--- config.mk ---
export PLATFORM = sky130hd
export DESIGN_NAME = register_alu_compare_branch_top
export DESIGN_NICKNAME = d
export VERILOG_FILES = /design/src/hw/rtl/rac_pkg.sv /design/src/hw/rtl/register_alu_compare_branch_top.sv /design/src/hw/rtl/rac_front.sv /design/src/hw/rtl/rac_queue.sv /design/src/hw/rtl/rac_muldiv.sv /design/src/hw/rtl/rac_back.sv
export VERILOG_INCLUDE_DIRS = /design/src /design/src/hw/rtl
export SDC_FILE = /design/constraint.sdc
export NUM_CORES = 2
export LEC_CHECK = 0
export BUFFER_PORTS_ARGS = -buffer_cell sky130_fd_sc_hd__clkbuf_2
export CAP_MARGIN = 25
export CORE_ASPECT_RATIO = 0.75
export CORE_MARGIN = 1
export CORE_UTILIZATION = 50
export DETAILED_ROUTE_END_ITERATION = 8
export PLACE_DENSITY = 0.66
export SLEW_MARGIN = 20
export SYNTH_ARGS = -nofsm -noshare
export SYNTH_HDL_FRONTEND = slang
export SYNTH_SLANG_ARGS = --single-unit
--- constraint.sdc ---
create_clock -name clock -period 21.8 [get_ports clock]
set_input_delay 2.18 -clock clock [delete_from_list [all_inputs] [get_ports clock]]
set_output_delay 2.18 -clock clock [all_outputs]
set_load 0.02 [all_outputs]
--- src/hw/rtl/register_alu_compare_branch_top_assert.svh ---
// Assertion macros shared by the register ALU modules.
`ifndef REGISTER_ALU_COMPARE_BRANCH_TOP_ASSERT_SVH
`define REGISTER_ALU_COMPARE_BRANCH_TOP_ASSERT_SVH

// Same-cycle implication, checked at every rising edge outside reset.
`define RAC_ASSERT_SAME(label, clk, rst, ante, cons) \
   label: assert property (@(posedge clk) disable iff (rst) (ante) |-> (cons)) \
      else $error("register alu: same-cycle check failed");

// Next-cycle implication, checked at every rising edge outside reset.
`define RAC_ASSERT_NEXT(label, clk, rst, ante, cons) \
   label: assert property (@(posedge clk) disable iff (rst) (ante) |=> (cons)) \
      else $error("register alu: next-cycle check failed");

`endif

--- src/hw/rtl/rac_pkg.sv ---
// Shared types, codes and widths for the register ALU.
package rac_pkg;

   localparam int DEF_NUM_REGS   = 8;
   localparam int DEF_ADDR_WIDTH = 16;

   localparam int DATA_W       = 32;
   localparam int MODE_W       = 5;
   localparam int REG_FIELD_W  = 3;
   localparam int ADDR_FIELD_W = 16;

   localparam int REQ_TDATA_W = 64;
   localparam int RSP_TDATA_W = 56;

   localparam int QUEUE_DEPTH = 2;

   localparam int MUL_STEP_W = 8;
   localparam int MUL_STEPS  = DATA_W / MUL_STEP_W;
   localparam int DIV_STEPS  = DATA_W;

   localparam logic [MODE_W-1:0] MODE_MOV   = 5'd0;
   localparam logic [MODE_W-1:0] MODE_ADD   = 5'd1;
   localparam logic [MODE_W-1:0] MODE_SUB   = 5'd2;
   localparam logic [MODE_W-1:0] MODE_MUL   = 5'd3;
   localparam logic [MODE_W-1:0] MODE_DIV   = 5'd4;
   localparam logic [MODE_W-1:0] MODE_AND   = 5'd5;
   localparam logic [MODE_W-1:0] MODE_OR    = 5'd6;
   localparam logic [MODE_W-1:0] MODE_NOT   = 5'd7;
   localparam logic [MODE_W-1:0] MODE_INC   = 5'd8;
   localparam logic [MODE_W-1:0] MODE_DEC   = 5'd9;
   localparam logic [MODE_W-1:0] MODE_CMP   = 5'd10;
   localparam logic [MODE_W-1:0] MODE_JE    = 5'd11;
   localparam logic [MODE_W-1:0] MODE_JG    = 5'd12;
   localparam logic [MODE_W-1:0] MODE_JGE   = 5'd13;
   localparam logic [MODE_W-1:0] MODE_JLE   = 5'd14;
   localparam logic [MODE_W-1:0] MODE_JL    = 5'd15;
   localparam logic [MODE_W-1:0] MODE_JMP   = 5'd16;
   localparam logic [MODE_W-1:0] MODE_PRINT = 5'd17;

   // OP_READ covers print and every undefined mode: nothing changes.
   typedef enum logic [4:0] {
      OP_MOV, OP_ADD, OP_SUB, OP_MUL, OP_DIV, OP_AND, OP_OR, OP_NOT,
      OP_INC, OP_DEC, OP_CMP, OP_JE, OP_JG, OP_JGE, OP_JLE, OP_JL,
      OP_JMP, OP_READ
   } rac_op_type;

   typedef struct packed {
      rac_op_type               op;
      logic [REG_FIELD_W-1:0]   dest_reg;
      logic                     src_is_reg;
      logic [REG_FIELD_W-1:0]   src_reg;
      logic [DATA_W-1:0]        immediate;
      logic [ADDR_FIELD_W-1:0]  jump_target;
      logic                     target_known;
   } rac_item_type;

   typedef struct packed {
      logic start;
      logic is_div;
   } rac_md_ctrl_type;

   typedef struct packed {
      logic busy;
      logic done;
   } rac_md_stat_type;

   typedef enum logic [1:0] {
      ST_IDLE, ST_EXEC, ST_MULDIV, ST_RESP
   } rac_state_type;

endpackage

--- src/hw/rtl/register_alu_compare_branch_top.sv ---
// Top level of the two-operand register ALU with compare flag and branches.
// One instruction is executed at a time. The front end registers and decodes
// each request and places it in a two-entry queue; the back end sequencer then
// reads the register file, executes and writes back. A simple instruction (mov,
// add, logic ops, cmp, jumps, print) goes through the execute and write-back
// steps of the sequencer. mul runs four 8-bit steps of the shared multiply/divide
// unit, div runs that unit at one quotient bit per cycle; a division by zero skips
// the unit and sets div_error. A response is held in an output register until
// taken.
module register_alu_compare_branch_top #(
   parameter int NUM_REGS   = rac_pkg::DEF_NUM_REGS,
   parameter int ADDR_WIDTH = rac_pkg::DEF_ADDR_WIDTH
) (
   input  logic                             clock,
   input  logic                             reset,
   input  logic                             req_tvalid,
   output logic                             req_tready,
   // mode[4:0], dest_reg[7:5], src_reg[10:8], immediate[42:11],
   // jump_target[58:43], target_known[59], zero[63:60]
   input  logic [rac_pkg::REQ_TDATA_W-1:0]  req_tdata,
   // src_is_reg[0]
   input  logic                             req_tuser,
   output logic                             rsp_tvalid,
   input  logic                             rsp_tready,
   // value[31:0], jump_taken[32], next_address[48:33], div_error[49], zero[55:50]
   output logic [rac_pkg::RSP_TDATA_W-1:0]  rsp_tdata
);
   import rac_pkg::*;

   localparam int RSP_PAD_W = RSP_TDATA_W - (DATA_W + 1 + ADDR_FIELD_W + 1);

   logic                     push_valid, push_ready;
   rac_item_type             push_item;
   logic                     pop_valid, pop_en;
   rac_item_type             pop_item;
   rac_md_ctrl_type          md_ctrl;
   rac_md_stat_type          md_stat;
   logic [DATA_W-1:0]        md_a, md_b, md_result;
   logic [DATA_W-1:0]        rsp_value;
   logic                     rsp_jump_taken, rsp_div_error;
   logic [ADDR_FIELD_W-1:0]  rsp_next_address;

   rac_front u_front (
      .clock      (clock),
      .reset      (reset),
      .req_tvalid (req_tvalid),
      .req_tready (req_tready),
      .req_tdata  (req_tdata),
      .req_tuser  (req_tuser),
      .push_valid (push_valid),
      .push_ready (push_ready),
      .push_item  (push_item)
   );

   rac_queue u_queue (
      .clock      (clock),
      .reset      (reset),
      .push_valid (push_valid),
      .push_ready (push_ready),
      .push_item  (push_item),
      .pop_valid  (pop_valid),
      .pop_en     (pop_en),
      .pop_item   (pop_item)
   );

   rac_muldiv u_muldiv (
      .clock  (clock),
      .reset  (reset),
      .ctrl   (md_ctrl),
      .opa    (md_a),
      .opb    (md_b),
      .stat   (md_stat),
      .result (md_result)
   );

   rac_back #(
      .NUM_REGS   (NUM_REGS),
      .ADDR_WIDTH (ADDR_WIDTH)
   ) u_back (
      .clock            (clock),
      .reset            (reset),
      .pop_valid        (pop_valid),
      .pop_en           (pop_en),
      .pop_item         (pop_item),
      .md_ctrl          (md_ctrl),
      .md_a             (md_a),
      .md_b             (md_b),
      .md_stat          (md_stat),
      .md_result        (md_result),
      .rsp_valid        (rsp_tvalid),
      .rsp_ready        (rsp_tready),
      .rsp_value        (rsp_value),
      .rsp_jump_taken   (rsp_jump_taken),
      .rsp_next_address (rsp_next_address),
      .rsp_div_error    (rsp_div_error)
   );

   assign rsp_tdata = {{RSP_PAD_W{1'b0}}, rsp_div_error, rsp_next_address,
                       rsp_jump_taken, rsp_value};

endmodule

--- src/hw/rtl/rac_front.sv ---
// Front end: takes requests, decodes the mode and holds one decoded instruction.
module rac_front (
   input  logic                              clock,
   input  logic                              reset,
   input  logic                              req_tvalid,
   output logic                              req_tready,
   // mode[4:0], dest_reg[7:5], src_reg[10:8], immediate[42:11],
   // jump_target[58:43], target_known[59], zero[63:60]
   input  logic [rac_pkg::REQ_TDATA_W-1:0]   req_tdata,
   // src_is_reg[0]
   input  logic                              req_tuser,
   output logic                              push_valid,
   input  logic                              push_ready,
   output rac_pkg::rac_item_type             push_item
);
   import rac_pkg::*;

   localparam int MODE_LSB  = 0;
   localparam int DEST_LSB  = MODE_LSB + MODE_W;
   localparam int SRC_LSB   = DEST_LSB + REG_FIELD_W;
   localparam int IMM_LSB   = SRC_LSB + REG_FIELD_W;
   localparam int TGT_LSB   = IMM_LSB + DATA_W;
   localparam int KNOWN_BIT = TGT_LSB + ADDR_FIELD_W;

   logic              front_valid_ff;
   rac_item_type      front_item_ff;
   rac_item_type      front_item_in;
   logic [MODE_W-1:0] mode;
   logic              accept;

   assign req_tready = !front_valid_ff || push_ready;
   assign accept     = req_tvalid && req_tready;
   assign mode       = req_tdata[MODE_LSB +: MODE_W];

   always_comb begin
      front_item_in.dest_reg     = req_tdata[DEST_LSB +: REG_FIELD_W];
      front_item_in.src_is_reg   = req_tuser;
      front_item_in.src_reg      = req_tdata[SRC_LSB +: REG_FIELD_W];
      front_item_in.immediate    = req_tdata[IMM_LSB +: DATA_W];
      front_item_in.jump_target  = req_tdata[TGT_LSB +: ADDR_FIELD_W];
      front_item_in.target_known = req_tdata[KNOWN_BIT];
      unique case (mode)
         MODE_MOV:   front_item_in.op = OP_MOV;
         MODE_ADD:   front_item_in.op = OP_ADD;
         MODE_SUB:   front_item_in.op = OP_SUB;
         MODE_MUL:   front_item_in.op = OP_MUL;
         MODE_DIV:   front_item_in.op = OP_DIV;
         MODE_AND:   front_item_in.op = OP_AND;
         MODE_OR:    front_item_in.op = OP_OR;
         MODE_NOT:   front_item_in.op = OP_NOT;
         MODE_INC:   front_item_in.op = OP_INC;
         MODE_DEC:   front_item_in.op = OP_DEC;
         MODE_CMP:   front_item_in.op = OP_CMP;
         MODE_JE:    front_item_in.op = OP_JE;
         MODE_JG:    front_item_in.op = OP_JG;
         MODE_JGE:   front_item_in.op = OP_JGE;
         MODE_JLE:   front_item_in.op = OP_JLE;
         MODE_JL:    front_item_in.op = OP_JL;
         MODE_JMP:   front_item_in.op = OP_JMP;
         MODE_PRINT: front_item_in.op = OP_READ;
         default:    front_item_in.op = OP_READ;
      endcase
   end

   always_ff @(posedge clock) begin
      if (reset) begin
         front_valid_ff <= 1'b0;
      end else if (accept) begin
         front_valid_ff <= 1'b1;
      end else if (push_ready) begin
         front_valid_ff <= 1'b0;
      end
   end

   always_ff @(posedge clock) begin
      if (accept) begin
         front_item_ff <= front_item_in;
      end
   end

   assign push_valid = front_valid_ff;
   assign push_item  = front_item_ff;

endmodule

--- src/hw/rtl/rac_queue.sv ---
// Short instruction queue between the front end and the execution back end.
module rac_queue (
   input  logic                  clock,
   input  logic                  reset,
   input  logic                  push_valid,
   output logic                  push_ready,
   input  rac_pkg::rac_item_type push_item,
   output logic                  pop_valid,
   input  logic                  pop_en,
   output rac_pkg::rac_item_type pop_item
);
   import rac_pkg::*;

   localparam int PTR_W = (QUEUE_DEPTH > 1) ? $clog2(QUEUE_DEPTH) : 1;
   localparam int CNT_W = $clog2(QUEUE_DEPTH + 1);

   rac_item_type     slot_ff [QUEUE_DEPTH];
   logic [PTR_W-1:0] wr_ptr_ff, wr_ptr_in;
   logic [PTR_W-1:0] rd_ptr_ff, rd_ptr_in;
   logic [CNT_W-1:0] count_ff, count_in;
   logic             push_en;

   assign push_ready = count_ff != CNT_W'(QUEUE_DEPTH);
   assign pop_valid  = count_ff != '0;
   assign pop_item   = slot_ff[rd_ptr_ff];
   assign push_en    = push_valid && push_ready;

   always_comb begin
      wr_ptr_in = wr_ptr_ff;
      rd_ptr_in = rd_ptr_ff;
      count_in  = count_ff;
      if (push_en) begin
         wr_ptr_in = (wr_ptr_ff == PTR_W'(QUEUE_DEPTH - 1)) ? '0 : wr_ptr_ff + 1'b1;
      end
      if (pop_en) begin
         rd_ptr_in = (rd_ptr_ff == PTR_W'(QUEUE_DEPTH - 1)) ? '0 : rd_ptr_ff + 1'b1;
      end
      if (push_en && !pop_en) begin
         count_in = count_ff + 1'b1;
      end else if (pop_en && !push_en) begin
         count_in = count_ff - 1'b1;
      end
   end

   always_ff @(posedge clock) begin
      if (reset) begin
         wr_ptr_ff <= '0;
         rd_ptr_ff <= '0;
         count_ff  <= '0;
      end else begin
         wr_ptr_ff <= wr_ptr_in;
         rd_ptr_ff <= rd_ptr_in;
         count_ff  <= count_in;
      end
   end

   always_ff @(posedge clock) begin
      if (push_en) begin
         slot_ff[wr_ptr_ff] <= push_item;
      end
   end

endmodule

--- src/hw/rtl/rac_muldiv.sv ---
`include "register_alu_compare_branch_top_assert.svh"
// Shared iterative unit: 8-bit-per-step multiply, 1-bit-per-step signed divide.
module rac_muldiv (
   input  logic                        clock,
   input  logic                        reset,
   input  rac_pkg::rac_md_ctrl_type    ctrl,
   input  logic [rac_pkg::DATA_W-1:0]  opa,
   input  logic [rac_pkg::DATA_W-1:0]  opb,
   output rac_pkg::rac_md_stat_type    stat,
   output logic [rac_pkg::DATA_W-1:0]  result
);
   import rac_pkg::*;

   localparam int CNT_W = $clog2(DIV_STEPS);

   logic                         busy_ff, done_ff, is_div_ff, neg_ff;
   logic [CNT_W-1:0]             count_ff;
   logic [DATA_W:0]              work_ff, work_in;
   logic [DATA_W-1:0]            shift_ff, shift_in;
   logic [DATA_W-1:0]            oper_ff, oper_in;
   logic [DATA_W+MUL_STEP_W-1:0] partial;
   logic [DATA_W:0]              rem_shift, rem_diff;
   logic [DATA_W-1:0]            mag_a, mag_b;

   assign mag_a = opa[DATA_W-1] ? (~opa + 1'b1) : opa;
   assign mag_b = opb[DATA_W-1] ? (~opb + 1'b1) : opb;

   // work holds the product (multiply) or the partial remainder (divide);
   // shift holds the multiplier bytes or the dividend turning into the quotient
   always_comb begin
      partial   = oper_ff * shift_ff[MUL_STEP_W-1:0];
      rem_shift = {work_ff[DATA_W-1:0], shift_ff[DATA_W-1]};
      rem_diff  = rem_shift - {1'b0, oper_ff};
      if (is_div_ff) begin
         oper_in = oper_ff;
         if (!rem_diff[DATA_W]) begin
            work_in  = rem_diff;
            shift_in = {shift_ff[DATA_W-2:0], 1'b1};
         end else begin
            work_in  = rem_shift;
            shift_in = {shift_ff[DATA_W-2:0], 1'b0};
         end
      end else begin
         work_in  = {1'b0, work_ff[DATA_W-1:0] + partial[DATA_W-1:0]};
         shift_in = shift_ff >> MUL_STEP_W;
         oper_in  = oper_ff << MUL_STEP_W;
      end
   end

   always_ff @(posedge clock) begin
      if (reset) begin
         busy_ff  <= 1'b0;
         done_ff  <= 1'b0;
         count_ff <= '0;
      end else begin
         done_ff <= busy_ff && (count_ff == '0);
         if (ctrl.start) begin
            busy_ff  <= 1'b1;
            count_ff <= ctrl.is_div ? CNT_W'(DIV_STEPS - 1) : CNT_W'(MUL_STEPS - 1);
         end else if (busy_ff) begin
            if (count_ff == '0) begin
               busy_ff <= 1'b0;
            end else begin
               count_ff <= count_ff - 1'b1;
            end
         end
      end
   end

   always_ff @(posedge clock) begin
      if (ctrl.start) begin
         is_div_ff <= ctrl.is_div;
         neg_ff    <= opa[DATA_W-1] ^ opb[DATA_W-1];
         work_ff   <= '0;
         shift_ff  <= ctrl.is_div ? mag_a : opb;
         oper_ff   <= ctrl.is_div ? mag_b : opa;
      end else if (busy_ff) begin
         work_ff  <= work_in;
         shift_ff <= shift_in;
         oper_ff  <= oper_in;
      end
   end

   // most negative over minus one wraps back to most negative here
   assign result = is_div_ff ? (neg_ff ? (~shift_ff + 1'b1) : shift_ff)
                             : work_ff[DATA_W-1:0];

   assign stat.busy = busy_ff;
   assign stat.done = done_ff;

   `RAC_ASSERT_SAME(a_md_start_when_free, clock, reset, ctrl.start, !busy_ff && !done_ff)
   `RAC_ASSERT_NEXT(a_md_done_pulse, clock, reset, done_ff, !done_ff)

endmodule

--- src/hw/rtl/rac_back.sv ---
`include "register_alu_compare_branch_top_assert.svh"
// Back end: register file, compare flag, execute sequencer and response register.
module rac_back #(
   parameter int NUM_REGS   = rac_pkg::DEF_NUM_REGS,
   parameter int ADDR_WIDTH = rac_pkg::DEF_ADDR_WIDTH
) (
   input  logic                              clock,
   input  logic                              reset,
   input  logic                              pop_valid,
   output logic                              pop_en,
   input  rac_pkg::rac_item_type             pop_item,
   output rac_pkg::rac_md_ctrl_type          md_ctrl,
   output logic [rac_pkg::DATA_W-1:0]        md_a,
   output logic [rac_pkg::DATA_W-1:0]        md_b,
   input  rac_pkg::rac_md_stat_type          md_stat,
   input  logic [rac_pkg::DATA_W-1:0]        md_result,
   output logic                              rsp_valid,
   input  logic                              rsp_ready,
   output logic [rac_pkg::DATA_W-1:0]        rsp_value,
   output logic                              rsp_jump_taken,
   output logic [rac_pkg::ADDR_FIELD_W-1:0]  rsp_next_address,
   output logic                              rsp_div_error
);
   import rac_pkg::*;

   localparam int IDX_W  = (NUM_REGS > 1) ? $clog2(NUM_REGS) : 1;
   localparam int MASK_W = (ADDR_WIDTH < ADDR_FIELD_W) ? ADDR_WIDTH : ADDR_FIELD_W;
   localparam logic [ADDR_FIELD_W-1:0] ADDR_MASK =
      ADDR_FIELD_W'((64'd1 << MASK_W) - 64'd1);

   rac_state_type           state_ff, state_in;
   rac_item_type            cur_ff;

   logic [DATA_W-1:0]       mem_ff [NUM_REGS];
   logic [NUM_REGS-1:0]     valid_ff;
   logic [DATA_W-1:0]       rda_ff, rdb_ff, byp_ff;
   logic                    a_ok_ff, b_ok_ff, a_hit_ff, b_hit_ff;
   logic [IDX_W-1:0]        rda_addr, rdb_addr, wr_addr;
   logic                    rda_range, rdb_range;
   logic                    wr_en;

   logic [DATA_W-1:0]       cmp_ff, cmp_in;
   logic [DATA_W-1:0]       res_ff, res_in;
   logic                    wb_ff, wb_in;
   logic                    taken_ff, taken_in;
   logic                    derr_ff, derr_in;
   logic                    dok_ff, dok_in;
   logic                    need_md, md_div;
   logic                    is_jump, cond;
   logic                    cmp_zero, cmp_neg;
   logic [DATA_W-1:0]       opa, opb, reg_b;

   logic                    out_free, rsp_load;
   logic                    rsp_valid_ff;
   logic [DATA_W-1:0]       rsp_value_ff;
   logic                    rsp_taken_ff, rsp_derr_ff;
   logic [ADDR_FIELD_W-1:0] rsp_next_ff;

   // register file read, issued as the instruction leaves the queue
   assign rda_addr  = IDX_W'(pop_item.dest_reg);
   assign rdb_addr  = IDX_W'(pop_item.src_reg);
   assign rda_range = 32'(pop_item.dest_reg) < 32'(NUM_REGS);
   assign rdb_range = 32'(pop_item.src_reg) < 32'(NUM_REGS);
   assign wr_addr   = IDX_W'(cur_ff.dest_reg);

   always_ff @(posedge clock) begin
      if (wr_en) begin
         mem_ff[wr_addr] <= res_ff;
      end
      rda_ff <= mem_ff[rda_addr];
      rdb_ff <= mem_ff[rdb_addr];
   end

   // forward a write-back that lands on the same edge as the read
   always_ff @(posedge clock) begin
      a_ok_ff  <= rda_range && valid_ff[rda_addr];
      b_ok_ff  <= rdb_range && valid_ff[rdb_addr];
      a_hit_ff <= rda_range && wr_en && (wr_addr == rda_addr);
      b_hit_ff <= rdb_range && wr_en && (wr_addr == rdb_addr);
      byp_ff   <= res_ff;
   end

   always_ff @(posedge clock) begin
      if (reset) begin
         valid_ff <= '0;
      end else if (wr_en) begin
         valid_ff[wr_addr] <= 1'b1;
      end
   end

   assign opa   = a_hit_ff ? byp_ff : (a_ok_ff ? rda_ff : '0);
   assign reg_b = b_hit_ff ? byp_ff : (b_ok_ff ? rdb_ff : '0);
   assign opb   = cur_ff.src_is_reg ? reg_b : cur_ff.immediate;
   assign md_a  = opa;
   assign md_b  = opb;

   assign cmp_zero = cmp_ff == '0;
   assign cmp_neg  = cmp_ff[DATA_W-1];

   // execute: everything but multiply and divide settles here
   always_comb begin
      res_in  = opa;
      wb_in   = 1'b0;
      derr_in = 1'b0;
      cmp_in  = cmp_ff;
      need_md = 1'b0;
      md_div  = 1'b0;
      is_jump = 1'b0;
      cond    = 1'b0;
      unique case (cur_ff.op)
         OP_MOV: begin
            res_in = opb;
            wb_in  = 1'b1;
         end
         OP_ADD: begin
            res_in = opa + opb;
            wb_in  = 1'b1;
         end
         OP_SUB: begin
            res_in = opa - opb;
            wb_in  = 1'b1;
         end
         OP_MUL: begin
            need_md = 1'b1;
            wb_in   = 1'b1;
         end
         OP_DIV: begin
            if (opb == '0) begin
               derr_in = 1'b1;
            end else begin
               need_md = 1'b1;
               md_div  = 1'b1;
               wb_in   = 1'b1;
            end
         end
         OP_AND: begin
            res_in = opa & opb;
            wb_in  = 1'b1;
         end
         OP_OR: begin
            res_in = opa | opb;
            wb_in  = 1'b1;
         end
         OP_NOT: begin
            res_in = ~opa;
            wb_in  = 1'b1;
         end
         OP_INC: begin
            res_in = opa + 1'b1;
            wb_in  = 1'b1;
         end
         OP_DEC: begin
            res_in = opa - 1'b1;
            wb_in  = 1'b1;
         end
         OP_CMP: cmp_in = opa - opb;
         OP_JE: begin
            is_jump = 1'b1;
            cond    = cmp_zero;
         end
         OP_JG: begin
            is_jump = 1'b1;
            cond    = !cmp_neg && !cmp_zero;
         end
         OP_JGE: begin
            is_jump = 1'b1;
            cond    = !cmp_neg;
         end
         OP_JLE: begin
            is_jump = 1'b1;
            cond    = cmp_neg || cmp_zero;
         end
         OP_JL: begin
            is_jump = 1'b1;
            cond    = cmp_neg;
         end
         OP_JMP: begin
            is_jump = 1'b1;
            cond    = 1'b1;
         end
         OP_READ: begin
         end
         default: begin
         end
      endcase
      taken_in = is_jump && cond && cur_ff.target_known;
      dok_in   = 32'(cur_ff.dest_reg) < 32'(NUM_REGS);
   end

   assign out_free = !rsp_valid_ff || rsp_ready;

   // sequencer: next state
   always_comb begin
      state_in = state_ff;
      unique case (state_ff)
         ST_IDLE:   if (pop_valid) state_in = ST_EXEC;
         ST_EXEC:   state_in = need_md ? ST_MULDIV : ST_RESP;
         ST_MULDIV: if (md_stat.done) state_in = ST_RESP;
         ST_RESP: begin
            if (out_free) begin
               state_in = pop_valid ? ST_EXEC : ST_IDLE;
            end
         end
      endcase
   end

   // sequencer: outputs
   always_comb begin
      pop_en         = 1'b0;
      rsp_load       = 1'b0;
      md_ctrl.start  = 1'b0;
      md_ctrl.is_div = 1'b0;
      unique case (state_ff)
         ST_IDLE: pop_en = pop_valid;
         ST_EXEC: begin
            md_ctrl.start  = need_md;
            md_ctrl.is_div = md_div;
         end
         ST_MULDIV: begin
         end
         ST_RESP: begin
            rsp_load = out_free;
            pop_en   = out_free && pop_valid;
         end
      endcase
   end

   assign wr_en = rsp_load && wb_ff && dok_ff;

   always_ff @(posedge clock) begin
      if (reset) begin
         state_ff <= ST_IDLE;
         cmp_ff   <= '0;
      end else begin
         state_ff <= state_in;
         if (state_ff == ST_EXEC) begin
            cmp_ff <= cmp_in;
         end
      end
   end

   always_ff @(posedge clock) begin
      if (pop_en) begin
         cur_ff <= pop_item;
      end
      if (state_ff == ST_EXEC) begin
         res_ff   <= res_in;
         wb_ff    <= wb_in;
         taken_ff <= taken_in;
         derr_ff  <= derr_in;
         dok_ff   <= dok_in;
      end else if (state_ff == ST_MULDIV && md_stat.done) begin
         res_ff <= md_result;
      end
   end

   // response register: hold until taken
   always_ff @(posedge clock) begin
      if (reset) begin
         rsp_valid_ff <= 1'b0;
      end else if (rsp_load) begin
         rsp_valid_ff <= 1'b1;
      end else if (rsp_ready) begin
         rsp_valid_ff <= 1'b0;
      end
   end

   always_ff @(posedge clock) begin
      if (rsp_load) begin
         rsp_value_ff <= dok_ff ? res_ff : '0;
         rsp_taken_ff <= taken_ff;
         rsp_next_ff  <= taken_ff ? (cur_ff.jump_target & ADDR_MASK) : '0;
         rsp_derr_ff  <= derr_ff;
      end
   end

   assign rsp_valid        = rsp_valid_ff;
   assign rsp_value        = rsp_value_ff;
   assign rsp_jump_taken   = rsp_taken_ff;
   assign rsp_next_address = rsp_next_ff;
   assign rsp_div_error    = rsp_derr_ff;

   `RAC_ASSERT_SAME(a_div_nonzero, clock, reset, md_ctrl.start && md_ctrl.is_div, md_b != '0)
   `RAC_ASSERT_SAME(a_md_running, clock, reset, state_ff == ST_MULDIV, md_stat.busy || md_stat.done)
   `RAC_ASSERT_SAME(a_next_masked, clock, reset, rsp_valid_ff, (rsp_next_ff & ~ADDR_MASK) == '0)

endmodule

=== Yosys cells after proc, flatten, opt, wreduce, memory -nomap -nowiden ===
Memories as Yosys holds them, arrays and structs flattened. A register that Yosys moved wholly into a read port is not among the register bits.
Cells that the tools add are included.

* Memories: 3
* Output and inout port bits: 58
* Word-level logic and storage cells: 203
* Flip-flop bits (word level): 388
* Bits in writable memories: 378
* Bits of input ports: 69
* Bits in read-only memories: 160

* Bitwise gates (word level): 7
* $add $sub $neg: 14
* Equal/unequal tests: 27
* Multiplexer cells: 66
* Reduce and logical (&&, ||, !) cells: 40
* Multiply operators: 1
* $lt $le $gt $ge: 4

{| class="wikitable"
|+ Memory list
! memory !! depth !! width !! rd ports !! clocked after memory_dff !! wr ports !! line !! RTL
|-
| u_back.mem_ff || 8 || 32 || 2 || 2 || 1 || rac_back.sv:34 || <nowiki>logic [DATA_W-1:0] mem_ff [NUM_REGS];</nowiki>
|-
| (no name shown) || 32 || 5 || 1 || 1 || 0 || rac_front.sv:42 || <nowiki>unique case (mode)</nowiki>
|-
| u_queue.slot_ff || 2 || 61 || 1 || 1 || 1 || rac_queue.sv:17 || <nowiki>rac_item_type slot_ff [QUEUE_DEPTH];</nowiki>
|}

{| class="wikitable"
|+ Operator list
! cell !! number
|-
| 2-to-1 mux 32 bit || 21
|-
| one-hot mux 32 bit (8 select lines) || 1
|-
| adder 32 x 1 -> 32 bit (second input constant) || 4
|-
| NOT 32 bit || 3
|-
| adder 32 bit || 2
|-
| logical NOT 32 bit || 2
|-
| == test 5 x 4 -> 1 bit (second input constant) || 8
|-
| subtractor 33 x 32 -> 33 bit || 1
|-
| bitwise AND 32 bit || 1
|-
| multiplier 32 x 8 -> 32 bit || 1
|-
| bitwise OR 32 bit || 1
|-
| subtractor 32 x 1 -> 32 bit (second input constant) || 1
|-
| subtractor 32 bit || 1
|-
| 2-to-1 mux 1 bit || 26
|-
| == test 5 x 3 -> 1 bit (second input constant) || 4
|-
| 2-to-1 mux 5 bit || 4
|-
| logical AND 1 bit || 14
|-
| < comparator 3 x 4 -> 1 bit (second input constant) || 3
|-
| 2-to-1 mux 2 bit || 6
|-
| nonzero test 2 bit || 6
|-
| == test 5 x 2 -> 1 bit (second input constant) || 2
|-
| logical NOT 5 bit || 2
|-
| OR reduction 9 bit || 1
|-
| inequality test 2 bit (second input constant) || 4
|-
| other kinds (24) || 40
|}

=== Depth between registers and ports, before layout ===
* Word-level depth: 9
* Gate-level depth with buffers: 26
* Depth with buffers taken out: 23

=== Hierarchy ===
A second synthesis with hierarchy kept.

* Cell total of the unflattened synthesis: 4618
* Area total of the unflattened synthesis: 51700.8 um^2

{| class="wikitable"
|+ Modules (own cells, without submodules)
! module !! area an instance (um^2) !! instances !! sequential area each (um^2) !! cells each
|-
| rac_back || 28080.7 || 1 || 14844.2 || 2240
|-
| rac_muldiv || 17007.6 || 1 || 2762.6 || 2083
|-
| rac_queue || 4629.4 || 1 || 3763.6 || 214
|-
| rac_front || 1919.3 || 1 || 1851.8 || 72
|-
| register_alu_compare_branch_top || 63.8 || 1 || 0.0 || 9
|}

=== Worst setup path before layout ===
OpenSTA, ideal clock, no wires.

* Kind: input -> register
* Start point: input rsp_tready
* End point: register u_queue.count_ff[1]
* Arrival time: 9967 ps
* Buffers on the path: 0
* Stages on the path: 9
* Required time: 21730 ps
* Path slack: 11762 ps
* Cells stage by stage: nor2b_1 > nor2b_1 > nor2_1 > nor3_1 > inv_1 > ha_1 > xor2_1 > or3_1 > a21oi_1

* Cells in the longest elaborated chain, start to end: 6
* Elaborated cells on any way between the ends: 8

{| class="wikitable"
|+ RTL lines
! item !! line !! RTL
|-
| start: declaration || register_alu_compare_branch_top.sv:24 || <nowiki>input logic rsp_tready,</nowiki>
|-
| logical OR 1 bit (*) || rac_back.sv:190 || <nowiki>assign out_free = !rsp_valid_ff || rsp_ready;</nowiki>
|-
| logical AND 1 bit (*) || rac_back.sv:223 || <nowiki>pop_en = out_free && pop_valid;</nowiki>
|-
| one-hot mux 1 bit (2 select lines) (*) || rac_back.sv:213 || <nowiki>unique case (state_ff)</nowiki>
|-
| via pop_en || register_alu_compare_branch_top.sv:34 || <nowiki>logic pop_valid, pop_en;</nowiki>
|-
| logical NOT 1 bit || rac_queue.sv:38 || <nowiki>if (push_en && !pop_en) begin</nowiki>
|-
| logical AND 1 bit || rac_queue.sv:38 ||
|-
| 2-to-1 mux 2 bit or nonzero test 2 bit (tied branches) || - ||
|-
| end signal: assignment || rac_queue.sv:53 || <nowiki>count_ff <= count_in;</nowiki>
|-
| end: declaration || rac_queue.sv:20 || <nowiki>logic [CNT_W-1:0] count_ff, count_in;</nowiki>
|}

The timed path passes the listed nets; every way through them passes the cells marked *.
A chain may end at the register's enable or synchronous reset.

=== Worst setup path in the final report ===
* Start point: register u_back.cur_ff[52] in the netlist's numbering
* End point: register u_back.res_ff[28], data pin

* Cells in the longest elaborated chain, start to end: 4
* Elaborated cells on any way between the ends: 7

{| class="wikitable"
|+ RTL lines
! item !! line !! RTL
|-
| start: declaration || rac_back.sv:32 || <nowiki>rac_item_type cur_ff;</nowiki>
|-
| start signal: assignment || rac_back.sv:244 || <nowiki>cur_ff <= pop_item;</nowiki>
|-
| 2-to-1 mux 32 bit (*) || rac_back.sv:93 || <nowiki>assign opb = cur_ff.src_is_reg ? reg_b : cur_ff.immediate;</nowiki>
|-
| subtractor 32 bit (tied with other cells) || rac_back.sv:120 || <nowiki>res_in = opa - opb;</nowiki>
|-
| one-hot mux 32 bit (8 select lines) (*) || rac_back.sv:110 || <nowiki>unique case (cur_ff.op)</nowiki>
|-
| 2-to-1 mux 32 bit (*) || rac_back.sv:246 || <nowiki>if (state_ff == ST_EXEC) begin</nowiki>
|-
| end signal: assignment || rac_back.sv:247 || <nowiki>res_ff <= res_in;</nowiki>
|-
| end signal: assignment || rac_back.sv:253 || <nowiki>res_ff <= md_result;</nowiki>
|-
| end: declaration || rac_back.sv:43 || <nowiki>logic [DATA_W-1:0] res_ff, res_in;</nowiki>
|}

Mark *: on every way between the ends. The rest lies on a longest branch, timed or not.

==> key figures <==
Status
  – Status: completed

Setup path
  – WS Path Type: flip-flop to flip-flop
  – Worst path max stage delay: 0.85 ns
  – Crit path cell chain: buf_4 -> a31oi_1 -> buf_4 -> inv_1 -> ha_1 -> inv_1 -> nor3_1 -> nand3_1 -> nor3_1 -> nand3_1 -> xnor2_1 -> a21oi_1 -> ha_1 -> nand4_1 -> a21oi_1 -> o41ai_1 -> nand3b_1 -> a31oi_1 -> o21ai_0 -> a21oi_1 -> mux2i_1 -> a221oi_1 -> a311oi_1
  – Worst EP required: 22.25 ns
  – Crit start category: flip-flop
  – CP max-delay cell: edfxtp_1
  – R2R depth: 23
  – CP arrival: 7.92 ns
  – CP dominant cell by count: a21oi_1
  – CP Depth: 23
  – CP top delay family: compound AO/OA/AOI/OAI gates
  – CP Buf/Inv Count: 4
  – Crit-path max FO: 47
  – CP endpoint kind: flip-flop

Global routing
  – Initial antenna violation count: 1
  – First-pass GRT wire length: 216000 um
  – Met2 Use GR: 38.6%
  – Global Route met3 Usage: 4.72%
  – Overflow left after global routing: 0
  – GRT busiest layer: met1
  – Vias in the first global route: 35399
  – Largest net degree at the start of global routing: 98
  – GRT Overall Usage: 27.4%
  – GR Util met1: 43.6%

Timing
  – RSZ-0062 raised after global routing: no
  – Achievable Freq: 0.134 GHz
  – Final Critical Period: 7.47 ns
  – Fin Setup TNS: 0 ns
  – Slew margin rel.: 29.1%
  – Worst Max-Slew Pin Slew: 1.04 ns
  – Worst Hold Slack: 0.442 ns
  – Period utilisation layout: 34.3%
  – Worst-case clock skew: 0.0285 ns
  – Fin. Hold Viols: 0
  – Slew Limit Fails: 0
  – Finish-stage setup viols: 0

Clock tree
  – Latest clock arrival within the worst-skew pair: 0.68 ns
  – Post-CTS Setup Inserts: 0
  – CTS tree: done
  – CTS Buf Count: 78
  – Clock Tree Buf Depth: 3
  – Clock sinks: 836
  – H-tree depth: 3
  – Post-cts resize count: 0
  – Clock transition at the registers of the reported paths: 0.06 ns
  – Clk root buf: clkbuf_16
  – Hold_buf cts: 0

Die
  – Core box area: 100000 sq um
  – Chip Height: 278 um
  – Die X: 370 um
  – Initial core utilization: 50.8%
  – Die area: 103000 sq um
  – Row cnt: 100
  – # IOs: 127

Routing
  – Via/cell ratio: 5.98
  – Via Count: 37503
  – Iter 0 DRT Violations: 4232
  – Routed len/inst: 22.5 um
  – ANT nets after route: 0
  – # DRC: 0
  – Routed wire length: 141000 um
  – Drt first pass iters: 5

Layout
  – Util after Layout: 55.3%
  – Share of layout cells above drive strength 1: 11.0%
  – Antenna diodes: 0
  – Area grow syn2layout: 8.82%
  – Total Nets Final: 5349
  – Final Instance Count excl. Fillers: 6270

Yosys
  – Post-synth ARST share: 0%
  – Synth unique cells: 87
  – Yosys Warn Count: 0
  – Post-Synthesis Cells: 4883
  – Main synth FF type: edfxtp_1
  – Area share of the leading cell type in the synthesized netlist: 38.3%
  – Number of synthesized flops with an enable pin: 648
  – Mapped Area: 50800 sq um
  – Synth area leaders: edfxtp_1 (38%), fa_1 (7.4%), dfxtp_1 (7.4%)
  – Largest area contributor in the netlist: edfxtp_1
  – Most numerous cell in the Yosys netlist: edfxtp_1
  – #FFs+latches synth: 836
  – Syn avg cell area: 10.4 sq um
  – Top post-synthesis cells by count: edfxtp_1 (648), nand2_1 (606), inv_1 (402)
  – Share of the yosys chip area belonging to registers: 45.7%

Place
  – Post-DP HPWL: 101000 um
  – Placed cell count: 6123
  – PortBufs: 116
  – GPL Wtd Cong: 0.954

Power and ir drop
  – Switch share: 43.3%
  – Peak supply drop: 0.000126 V
  – Pwr dens: 140 nW/um^2
  – Final Power: 7770 uW
  – Leakage power: 0.0215 uW
  – Logic pwr share: 51.9%
  – P_sw: 3360 uW
  – Part of the power in registers: 30.5%
  – Internal power: 4410 uW
  – Clock share of power: 17.6%

Hold path
  – Hold Path Depth: 0
  – Type of the tightest min-delay check: flip-flop to flip-flop

Flow run
  – Max-cap check violation count: 0
-- per-stage QoR --
stage	cell area, sq um	setup slack (ns)
floorplan	50800	11.76
global placement	52700	14.68
detailed placement	52700	14.61
CTS	55200	14.56
global route	55300	13.89
finish	55300	14.33
-- logic make-up after synthesis --
kind of cell             share of synthesized area, %
AND/OR/NAND/NOR                                  14.0
AO/OA/AOI/OAI                                    12.6
flip-flops                                       45.7
buffers and inverters                            5.33
adder cells (fa/ha/maj)                          12.6
XOR/XNOR                                         4.17
multiplexers                                     5.58
other                                         0.00738
-- power by group through the flow --
| stage | sequential [uW] | combinational, uW | clock [uW] |
|---|---|---|---|
| global placement | 2390 | 3910 | 0 |
| floorplan | 2230 | 3050 | 0 |
| finish | 2370 | 4030 | 1370 |
| CTS | 2360 | 3980 | 1390 |
| detailed placement | 2390 | 3960 | 0 |
| global route | 2390 | 4480 | 1450 |
-- final timing paths --
path,endpoint,startpoint,slack (ns)
max,u_back.res_ff[28]$_DFFE_PP_,u_back.cur_ff[52]$_DFFE_PP_,14.33
min,u_queue.slot_ff[0][48]$_DFFE_PP_,u_front.push_item[48]$_DFFE_PP_,0.44
max reg2reg,u_back.res_ff[28]$_DFFE_PP_,u_back.cur_ff[52]$_DFFE_PP_,14.33
min reg2reg,u_queue.slot_ff[0][48]$_DFFE_PP_,u_front.push_item[48]$_DFFE_PP_,0.44
-- layout by cell type (no fill, tap or decap), drive strengths merged, types with 27 or more instances in the layout --
master	count
mux2	88
ha	211
nor2	293
nand2b	30
a221oi	27
nor3	57
mux2i	36
o211ai	44
o221ai	29
fa	189
o22ai	29
nand2	606
inv	405
xor2	65
dfxtp	188
o21ai	213
a22oi	50
edfxtp	648
a21o	48
clkinv	37
buf	85
nor4	30
mux4	66
a211oi	78
xnor2	177
a31oi	44
and2	166
a21oi	256
clkbuf	219
nand3	212
-- sequential cells by signal, indices dropped and copies added, names as in the netlist, 3 cells and up, named ones only --
name,cells
u_muldiv.work_ff,32
u_back.byp_ff,32
u_back.valid_ff,8
u_back.rdb_ff,32
u_back.rsp_value,32
u_back.wr_addr,3
u_queue.slot_ff,122
u_back.rsp_next_address,16
u_back.rda_ff,32
u_back.cur_ff,55
u_back.res_ff,32
u_muldiv.oper_ff,32
u_muldiv.count_ff,5
u_back.cmp_ff,32
u_back.mem_ff,256
u_front.push_item,61
u_muldiv.shift_ff,32
-- layout make-up --
cell class | count | area, sq um
clock inverter | 41 | 417
timing repair buffer | 201 | 1270
clock buffer | 103 | 2120
fill | 8631 | 44700
multi-input combinational | 3356 | 25100
sequential | 836 | 23200
tap | 1326 | 1660
inverter | 407 | 1530
-- per-layer routing --
layer | vias to the layer above | wire length, um
li1 | 17253 | -
met1 | 18463 | 66300
met2 | 1608 | 59500
met3 | 179 | 13000
met4 | 0 | 2520
met5 | - | 0
-- worst reg2reg max path: stages, from the launching register on --
cell and delay [ns]:
edfxtp_1 0.85, buf_4 0.60, a31oi_1 0.20, buf_4 0.21, inv_1 0.16, ha_1 0.22
inv_1 0.08, nor3_1 0.37, nand3_1 0.43, nor3_1 0.50, nand3_1 0.19, xnor2_1 0.18
a21oi_1 0.09, ha_1 0.40, nand4_1 0.17, a21oi_1 0.08, o41ai_1 0.40, nand3b_1 0.30
a31oi_1 0.58, o21ai_0 0.27, a21oi_1 0.25, mux2i_1 0.24, a221oi_1 0.10, a311oi_1 0.39
(Power assumes the default switching activity.)
